===== src/hw/rtl/bpms_pkg.sv =====
// Package for the bit-parallel match statistics core.
// Request codes, sizes and the front-to-back queue entry type. No dependencies.
package bpms_pkg;

  localparam int unsigned MaxPattern   = 64;
  localparam int unsigned ColDepth     = MaxPattern + 1;
  localparam int unsigned ColAddrW     = $clog2(ColDepth);
  localparam int unsigned PosIdxW      = $clog2(MaxPattern);
  localparam int unsigned LenW         = 7;
  localparam int unsigned BoundW       = 32;
  localparam int unsigned CfgIdxW      = 3;
  localparam int unsigned CfgDataW     = 64;
  localparam int unsigned FifoDepth    = 2;

  typedef enum logic [1:0] {
    ReqInit    = 2'd0,
    ReqAdvance = 2'd1,
    ReqStep    = 2'd2,
    ReqExtract = 2'd3
  } req_e;

  typedef enum logic [2:0] {
    CfgPatLen = 3'd0,
    CfgMask0  = 3'd1,
    CfgMask1  = 3'd2,
    CfgMask2  = 3'd3,
    CfgMask3  = 3'd4
  } cfg_idx_e;

  // Back-end executor states.
  typedef enum logic [1:0] {StIdle, StRead, StExec, StExtract} st_e;

  // Classified request handed from front to back.
  typedef struct packed {
    req_e                req;
    logic                in_range;   // depth 1..MaxPattern (advance), 0..MaxPattern (step)
    logic [LenW-1:0]     depth;
    logic [MaxPattern-1:0] mask;     // pre-shifted symbol mask for advance
    logic [BoundW-1:0]   lb;
    logic [BoundW-1:0]   rb;
  } cmd_t;

endpackage


===== src/hw/rtl/bpms_front.sv =====
// Front end: accepts requests, classifies them and shifts the symbol mask.
// Depends on bpms_pkg.
module bpms_front import bpms_pkg::*; (
  input  logic                  clk_i,
  input  logic                  rst_ni,
  input  logic                  cfg_we_i,
  input  logic [CfgIdxW-1:0]    cfg_idx_i,
  input  logic [CfgDataW-1:0]   cfg_data_i,
  output logic [LenW-1:0]       pat_len_o,
  input  logic                  in_valid_i,
  output logic                  in_ready_o,
  input  logic [1:0]            req_type_i,
  input  logic [1:0]            symbol_i,
  input  logic [LenW-1:0]       depth_i,
  input  logic [BoundW-1:0]     left_bound_i,
  input  logic [BoundW-1:0]     right_bound_i,
  output logic                  cmd_valid_o,
  input  logic                  cmd_ready_i,
  output cmd_t                  cmd_o
);

  logic [LenW-1:0]       pat_len_q;
  logic [MaxPattern-1:0] mask_q [4];
  cmd_t                  fifo_q [FifoDepth];
  logic                  rd_ptr_q, wr_ptr_q;
  logic [1:0]            cnt_q;
  cmd_t                  cmd_in;
  logic                  push, pop;
  logic [MaxPattern-1:0] sel_mask;
  logic [PosIdxW-1:0]    shamt;

  always_ff @(posedge clk_i or negedge rst_ni) begin
    if (!rst_ni) begin
      pat_len_q <= LenW'(MaxPattern);
      for (int k = 0; k < 4; k++) mask_q[k] <= '0;
    end else if (cfg_we_i) begin
      unique case (cfg_idx_i)
        CfgPatLen: pat_len_q <= cfg_data_i[LenW-1:0];
        CfgMask0:  mask_q[0] <= cfg_data_i;
        CfgMask1:  mask_q[1] <= cfg_data_i;
        CfgMask2:  mask_q[2] <= cfg_data_i;
        CfgMask3:  mask_q[3] <= cfg_data_i;
        default: ;
      endcase
    end
  end

  assign pat_len_o = pat_len_q;

  always_comb begin
    sel_mask        = mask_q[symbol_i];
    shamt           = PosIdxW'(depth_i - LenW'(1));
    cmd_in.req      = req_e'(req_type_i);
    cmd_in.depth    = depth_i;
    cmd_in.lb       = left_bound_i;
    cmd_in.rb       = right_bound_i;
    cmd_in.mask     = sel_mask >> shamt;
    if (req_e'(req_type_i) == ReqAdvance) begin
      cmd_in.in_range = (depth_i != '0) && (depth_i <= LenW'(MaxPattern));
    end else begin
      cmd_in.in_range = (depth_i <= LenW'(MaxPattern));
    end
  end

  assign in_ready_o  = (cnt_q != 2'(FifoDepth));
  assign push        = in_valid_i && in_ready_o;
  assign cmd_valid_o = (cnt_q != '0);
  assign pop         = cmd_valid_o && cmd_ready_i;
  assign cmd_o       = fifo_q[rd_ptr_q];

  always_ff @(posedge clk_i) begin
    if (push) fifo_q[wr_ptr_q] <= cmd_in;
  end

  always_ff @(posedge clk_i or negedge rst_ni) begin
    if (!rst_ni) begin
      rd_ptr_q <= 1'b0;
      wr_ptr_q <= 1'b0;
      cnt_q    <= '0;
    end else begin
      if (push) wr_ptr_q <= ~wr_ptr_q;
      if (pop)  rd_ptr_q <= ~rd_ptr_q;
      cnt_q <= cnt_q + 2'(push) - 2'(pop);
    end
  end

endmodule


===== config.mk =====
export PLATFORM = sky130hd
export DESIGN_NAME = bpms_front
export DESIGN_NICKNAME = d
export VERILOG_FILES = /design/src/hw/rtl/bpms_pkg.sv /design/src/hw/rtl/bpms_front.sv
export SDC_FILE = /design/constraint.sdc
export NUM_CORES = 1
export LEC_CHECK = 0
export CAP_MARGIN = 20
export CORE_ASPECT_RATIO = 0.5
export CORE_MARGIN = 5
export CORE_UTILIZATION = 65
export CTS_CLUSTER_SIZE = 12
export DETAILED_ROUTE_END_ITERATION = 10
export DONT_BUFFER_PORTS = 1
export PLACE_DENSITY = 0.81
export SKIP_CTS_REPAIR_TIMING = 1
export SLEW_MARGIN = 20
export SYNTH_ARGS = -nofsm -noshare
export SYNTH_HDL_FRONTEND = slang
export SYNTH_SLANG_ARGS = --single-unit

===== constraint.sdc =====
create_clock -name clk_i -period 14.6 [get_ports clk_i]
set_input_delay 2.92 -clock clk_i [delete_from_list [all_inputs] [get_ports clk_i]]
set_output_delay 2.92 -clock clk_i [all_outputs]
set_load 0.01 [all_outputs]

==> results by group, run 1 <==
Run status
  – Status: finished, final reports clean

Power and ir drop
  – Worst vdd ir: 0.1444 mV
  – Pwr Total: just under 5000 uW
  – P_leak: 0.01067 uW
  – PD cells: 173.4 mW/mm^2

Layout
  – Multi-input logic area: 0.01099 mm^2
  – Area Overhead vs Synth: 7.211%
  – Final cell count without fillers: ~2300
  – Reg area: between 0.01 and 0.015 mm^2
  – Fillers: 2556
  – Final #Nets: approximately 1900
  – Layout cell share with drive strength beyond 1: 36.82%

Synthesis
  – Distinct cells, synth: between 70 and 80
  – Syn Area/Cell: between 15 and 20 um^2
  – Flops & latches, synth: 543
  – Share of flip-flops with an asynchronous set or reset: a little under 50%
  – Synthesized area: around 0.026 mm^2
  – Synth Warn #: 0
  – Area fraction of the dominant cell type after synthesis: 31.30%
  – Register area share after synthesis: about 57%
  – Primary FF master, synth: edfxtp_1
  – Mapped Nets: 1910
  – Syn Inst Count: between 1500 and 2000
  – Main area contributors after synthesis: edfxtp_1, dfrtp_1, mux2_2
  – Cell taking the most area after synthesis: edfxtp_1
  – EDFF count, synth: roughly 280

Clock network
  – Worst-Skew Late Latency: around 590 ps
  – H-tree depth: 2
  – Num CTS Buffers: 52
  – Num Clock Sinks: between 500 and 600
  – CTS tree: yes
  – Clock root buffer: clkbuf_16
  – Clock buffer depth: 3
  – Worst-path clk slew: ~60 ps

Worst hold path
  – Hold Path Class: register to register

Timing
  – Tightest Pin Transition: 1087 ps
  – Max-slew violations: 0
  – Headroom to the max-slew limit: 27.52%
  – Clock skew: roughly 23 ps
  – FMAX: ~160 MHz
  – Fin. Hold Viols: 0
  – Tcrit/Tclk final: ~43%
  – Final Setup Violations: 0
  – Post-layout minimum cycle time: approximately 6200 ps
  – RSZ-0062 raised after global routing: no
  – Post-route setup TNS: 0 ps

Global routing
  – Antenna violations before repair: 0
  – GR Util All Layers: about a third
  – Vias in the first global route: 16750
  – Grt ovf: 0
  – Largest net degree at the start of global routing: between 200 and 300
  – First-pass GRT wire length: between 100000 and 150000 um

Worst setup path
  – Setup CP Type: input port to register
  – Startpoint class of the critical path: input port
  – Worst reg2reg path startpoint: mask_q[126]$_DFFE_PN0P_
  – Critical Path AT: 6500 ps
  – Setup crit end kind: register
  – Worst reg2reg path depth: 6
  – Critical Path Fanout Max: 43
  – Crit. Startpoint: depth_i[0]
  – WP data required: ~15000 ps
  – FF-to-FF End: fifo_q[1][74]$_DFFE_PP_
  – Worst setup path endpoint: fifo_q[1][74]$_DFFE_PP_
  – Internal reg-to-reg setup slack: roughly 11000 ps

Floorplanning
  – Die W: between 200 and 300 um
  – Die area: between 0.04 and 0.05 mm^2
  – Num rows: 52
  – Core area: ~0.040 mm^2
  – Ports: a little under 300
  – Die height: 152.7 um
  – Initial core utilization: about two thirds

Placed design
  – Port Buffers: 0
  – Final Wtd Congestion: slightly below 1
  – Post-DP HPWL: around 51000 um
  – Placed insts: about 2200

Run
  – Max cap viols: 0

Route
  – Initial DRC Count: 1712
  – Post-DR wirelength/cell: 32.06 um
  – Vias per cell: 7.021
  – Routed vias: between 15000 and 20000
  – Number of routed nets with antenna violations: 0
  – DRC violations left: 0
  – Detailed Routing Iterations Pass 1: 6
  – Final wirelength: ~74000 um
[final cells by class]
class	instances	area share (%)
Antenna cell	1	0.008815
Sequential cell	543	52.75
Timing Repair Buffer	26	0.7757
Tap cell	540	2.380
Inverter	8	0.1058
Multi-Input combinational cell	1094	38.73
Clock buffer	83	5.104
Clock inverter	6	0.1499
[critical path, cell delays in order]
cell      delay (ps)
clkinv_1          80
ha_1             660
inv_1            190
buf_4            400
nor2_2           200
buf_4            260
a22oi_1          770
nand2_1          290
a221oi_1         520
a222oi_1         150
[worst min-delay path by stage]
| stage | cells past startpoint | start | end | slack [ps] |
|---|---|---|---|---|
| after global routing | 1 | mask_q[98]$_DFFE_PN0P_ | mask_q[98]$_DFFE_PN0P_ | 510 |
| after CTS | 1 | cnt_q[1]$_DFF_PN0_ | cnt_q[1]$_DFF_PN0_ | 500 |
| final | 1 | cnt_q[1]$_DFF_PN0_ | cnt_q[1]$_DFF_PN0_ | 500 |
| after global placement | 1 | cnt_q[1]$_DFF_PN0_ | cnt_q[1]$_DFF_PN0_ | 480 |
| after floorplan | 1 | cnt_q[1]$_DFF_PN0_ | cnt_q[1]$_DFF_PN0_ | 460 |
| after detailed placement | 1 | cnt_q[1]$_DFF_PN0_ | cnt_q[1]$_DFF_PN0_ | 490 |
[cells in the final DEF (no fill, tap or decap), types with 20 or more instances in the layout]
cell type    n
o21ai_0     29
mux2_2     444
a22o_1      20
mux4_2      93
buf_4       24
clkbuf_16   53
mux2i_1    110
clkbuf_1    29
edfxtp_1   276
nor2_1      75
dfrtp_1    265
o22ai_1     25
nor3_1      24
nand2_1     61
a21oi_1     22
[cells in the mapped netlist, drive strengths merged, types with 3 or more instances]
cell	count
a21o	4
a21oi	22
or2	9
inv	7
edfxtp	276
dfrtp	266
nand4	3
a22o	20
a222oi	5
o221ai	9
nor2	78
o21a	4
xnor2	6
a2111oi	3
o211ai	13
and3	3
xor2	4
buf	44
a31oi	3
nand2	62
o22ai	26
a22oi	9
a221oi	13
nand3	13
nor2b	4
o32ai	4
a211oi	15
mux2	446
nor3b	4
clkbuf	71
nor4	3
nor3	25
o211a	6
mux2i	110
a211o	7
mux4	93
a32oi	5
ha	3
o21ai	31
and2	7
[routing by layer]
layer  vias up  global-route usage (%)  routed length (um)
li1       6804                       -                   -
met1      8398                   46.24               29920
met2       852                   49.31               33680
met3       101                   12.57                8804
met4         0                   5.843                1369
met5         -                       0                   0
[logic make-up (layout without fill, tap and decap cells)]
| logic type | after synthesis | in the layout | synth area share (%) |
|---|---|---|---|
| flops | 543 | 543 | 56.54 |
| compound gates | 214 | 214 | 5.926 |
| simple gates | 218 | 218 | 3.714 |
| mux | 649 | 649 | 31.04 |
| buf+inv | 123 | 123 | 2.315 |
| fa+ha+maj | 3 | 3 | 0.1418 |
| other cells | 0 | 1 | 0 |
| xor+xnor | 10 | 10 | 0.3308 |
[registers in the layout (all words and copies together), names as in the netlist]
name       flops
cnt_q          2
fifo_q       276
mask_q       256
pat_len_o      7
rd_ptr_q       1
wr_ptr_q       1
[per-stage QoR]
stage	utilization [%]	hold slack (ps)	setup slack (ps)	cell area [um^2]
2_1_floorplan	-	460.4	5215	26480
3_5_place_dp	66.56	485.4	8001	26850
4_1_cts	70.26	498.0	8576	28340
3_3_place_gp	66.56	476.1	7832	26850
5_1_grt	70.37	513.2	8254	28390
6_report	70.38	495.5	8379	28390
[report_power, final]
group / internal (uW) / switching, uW / total (uW)
Sequential: 2020 / 173 / 2190
Clock: 676 / 555 / 1230
Combinational: 615 / 882 / 1500
Total: 3310 / 1610 / 4920
Note: power is estimated with default switching activity, not from simulation.
==> run 2: changes to the inputs <==
--- a/config.mk
+++ b/config.mk
@@ -8,11 +8,11 @@
 export CAP_MARGIN = 20
 export CORE_ASPECT_RATIO = 0.5
 export CORE_MARGIN = 5
-export CORE_UTILIZATION = 65
+export CORE_UTILIZATION = 64
 export CTS_CLUSTER_SIZE = 12
 export DETAILED_ROUTE_END_ITERATION = 10
 export DONT_BUFFER_PORTS = 1
-export PLACE_DENSITY = 0.81
+export PLACE_DENSITY = 0.8
 export SKIP_CTS_REPAIR_TIMING = 1
 export SLEW_MARGIN = 20
 export SYNTH_ARGS = -nofsm -noshare
==> constraint.sdc (replaced) <==
create_clock -name clk_i -period 6 [get_ports clk_i]
set_input_delay 1.2 -clock clk_i [delete_from_list [all_inputs] [get_ports clk_i]]
set_output_delay 1.2 -clock clk_i [all_outputs]
set_load 0.01 [all_outputs]
==> results by group, run 2 (synthesized netlist as in run 1, its figures left out) <==
Run status
  – Status: finished, final reports clean (unchanged)

Worst setup path
  – WP data required: 6350 ps (was 14880 ps)
  – Setup crit end kind: register (unchanged)
  – Critical Path Fanout Max: 43 (unchanged)
  – WP buf/inv: 2 (was 4)
  – Critical path's top delay family: simple AND/OR/NAND/NOR gates (was compound AO/OA/AOI/OAI gates)
  – Worst-path cell chain: clkinv_1 > ha_1 > nor3b_1 > buf_4 > xnor2_2 > nand2_1 > nor4b_1 > a211oi_1 > a221oi_1 (was clkinv_1 > ha_1 > inv_1 > buf_4 > nor2_2 > buf_4 > a22oi_1 > nand2_1 > a221oi_1 > a222oi_1)
  – Setup CP Type: input port to register (unchanged)
  – Startpoint class of the critical path: input port (unchanged)
  – Critical Path AT: 4580 ps (was 6500 ps)
  – Worst path slowest cell: xnor2_2 (was a22oi_1)
  – CP peak stage delay: 780 ps (was 770 ps)

Clock network
  – Worst-Skew Late Latency: 580 ps (was 590 ps)
  – Clock root buffer: clkbuf_16 (unchanged)
  – CTS tree: yes (unchanged)
  – Num CTS Buffers: 52 (unchanged)
  – Num Clock Sinks: 543 (unchanged)
  – Clock buffer depth: 3 (unchanged)
  – Worst-path clk slew: 60 ps (about the same)
  – H-tree depth: 2 (unchanged)

Run
  – Max cap viols: 0 (unchanged)

Layout
  – Fillers: 2605 (was 2556)
  – Final cell count without fillers: 2303 (was 2301)
  – Final #Nets: 1884 (was 1875)
  – Largest register FFs: 276 (unchanged)
  – Most frequent cells in the layout: mux2_2, edfxtp_1, dfrtp_1, mux2i_1, mux4_2 (unchanged)
  – Layout cell share with drive strength beyond 1: 37.27% (was 36.82%)
  – # diodes: 0 (was 1)
  – Area Overhead vs Synth: 7.258% (was 7.211%)
  – Top reg by flops: fifo_q (unchanged)
  – Most common cell after layout, fill and taps aside: mux2_2 (unchanged)

Global routing
  – First-pass GRT wire length: 108100 um (was 110500 um)
  – Largest net degree at the start of global routing: 268 (unchanged)
  – Vias in the first global route: 16580 (was 16750)
  – Grt ovf: 0 (unchanged)
  – Antenna violations before repair: 2 (was 0)
  – GR Util All Layers: 30.91% (was 32.56%)

Timing
  – Fin. Hold Viols: 0 (unchanged)
  – Final Setup Violations: 0 (unchanged)
  – RSZ-0062 raised after global routing: no (unchanged)
  – Tightest Pin Transition: 1151 ps (was 1087 ps)
  – Final worst slack: 1768 ps (was 8379 ps)
  – Tcrit/Tclk final: a little over two thirds
  – Clock skew: 27.03 ps (was 22.94 ps)
  – Post-route setup TNS: 0 ps (unchanged)
  – FMAX: 236.3 MHz
  – Max-slew violations: 0 (unchanged)
  – Post-layout minimum cycle time: 4232 ps
  – Headroom to the max-slew limit: 22.97% (was 27.52%)

Route
  – Vias per cell: 6.946 (was 7.021)
  – Final wirelength: 71510 um (was 73780 um)
  – Initial DRC Count: 1926 (was 1712)
  – DRC violations left: 0 (unchanged)
  – Number of routed nets with antenna violations: 0 (unchanged)
  – Routed vias: 16000 (was 16160)
  – Post-DR wirelength/cell: 31.05 um (was 32.06 um)
  – Detailed Routing Iterations Pass 1: 7 (was 6)

Floorplanning
  – Initial core utilization: 65.12% (was 65.64%)
  – Die height: 153.8 um (was 152.7 um)
  – Num rows: 52 (unchanged)
  – Die W: 297.7 um (was 295.4 um)
  – Core area: 0.04066 mm^2 (was 0.04034 mm^2)
  – Die area: 0.04579 mm^2 (was 0.04512 mm^2)
  – Ports: 294 (unchanged)

Power and ir drop
  – PD cells: 417.0 mW/mm^2 (was 173.4 mW/mm^2)
  – Worst vdd ir: 0.2619 mV (was 0.1444 mV)
  – P_leak: 0.01069 uW (was 0.01067 uW)

Worst hold path
  – Hold Path Class: input port to asynchronous set/reset pin (was register to register)

Placed design
  – Post-DP HPWL: 50800 um (was 51240 um)
  – Worst slack, placed: 1336 ps (was 8001 ps)
  – Final Wtd Congestion: 1.016 (was 0.9882)
  – Placed insts: 2220 (was 2209)
  – Port Buffers: 0 (unchanged)
## run 2: cell count changes in the layout (fill, tap and decap cells not counted), sizes merged
| cell | before | now |
|---|---|---|
| buf | 26 | 35 |
| diode | 1 | 0 |
| clkbuf | 83 | 77 |
| inv | 10 | 9 |
| clkinvlp | 0 | 1 |
## run 2: final timing paths
kind                                         startpoint                        to  slack, ps  depth (start not counted)
max in group asynchronous                        rst_ni  pat_len_o[6]$_DFFE_PN1P_       5200                          0
min in group clk_i                mask_q[1]$_DFFE_PN0P_     mask_q[1]$_DFFE_PN0P_        510                          1
worst min register to register    mask_q[1]$_DFFE_PN0P_     mask_q[1]$_DFFE_PN0P_        510                          1
worst max-delay path                         depth_i[0]   fifo_q[0][68]$_DFFE_PP_       1770                          9
worst min-delay path                             rst_ni   mask_q[242]$_DFFE_PN0P_        310                          0
worst max register to register  mask_q[254]$_DFFE_PN0P_   fifo_q[1][69]$_DFFE_PP_       2960                          6
## run 2: cell type report
| cell class | count | area (um^2) | area share, % |
|---|---|---|---|
| Clock inverter | 6 | 40.04 | 0.1410 |
| Inverter | 8 | 30.03 | 0.1057 |
| Tap cell | 540 | 675.6 | 2.379 |
| Multi-Input combinational cell | 1094 | 10990 | 38.70 |
| Clock buffer | 77 | 1426 | 5.022 |
| Timing Repair Buffer | 35 | 262.8 | 0.9252 |
| Sequential cell | 543 | 14970 | 52.72 |
## run 2: per-layer routing
layer  vias to the layer above  global-route usage (%)  routed length [um]
li1                       6811                       -                   -
met1                      8264                   43.77               29740
met2                       800                   47.07               32530
met3                       118                   11.06                7656
met4                         4                   6.610                1570
met5                         -                       0                  20
## run 2: where the power goes
group          internal, uW  switching, uW  leakage, uW
logic                  1490           2060      0.00419
registers              4920            439      0.00579
clock network          1630           1310     0.000708
total                  8030           3810       0.0107
## run 2: metrics by stage
stage	instance area, um^2	hold slack [ps]	utilization [%]	power (uW)
6_report	28400	312.6	69.84	11840
2_1_floorplan	26480	460.4	-	7888
5_1_grt	28400	278.1	69.84	12340
4_1_cts	28400	291.2	69.83	11860
3_5_place_dp	26930	493.1	66.22	8912
3_3_place_gp	26930	478.8	66.22	8763
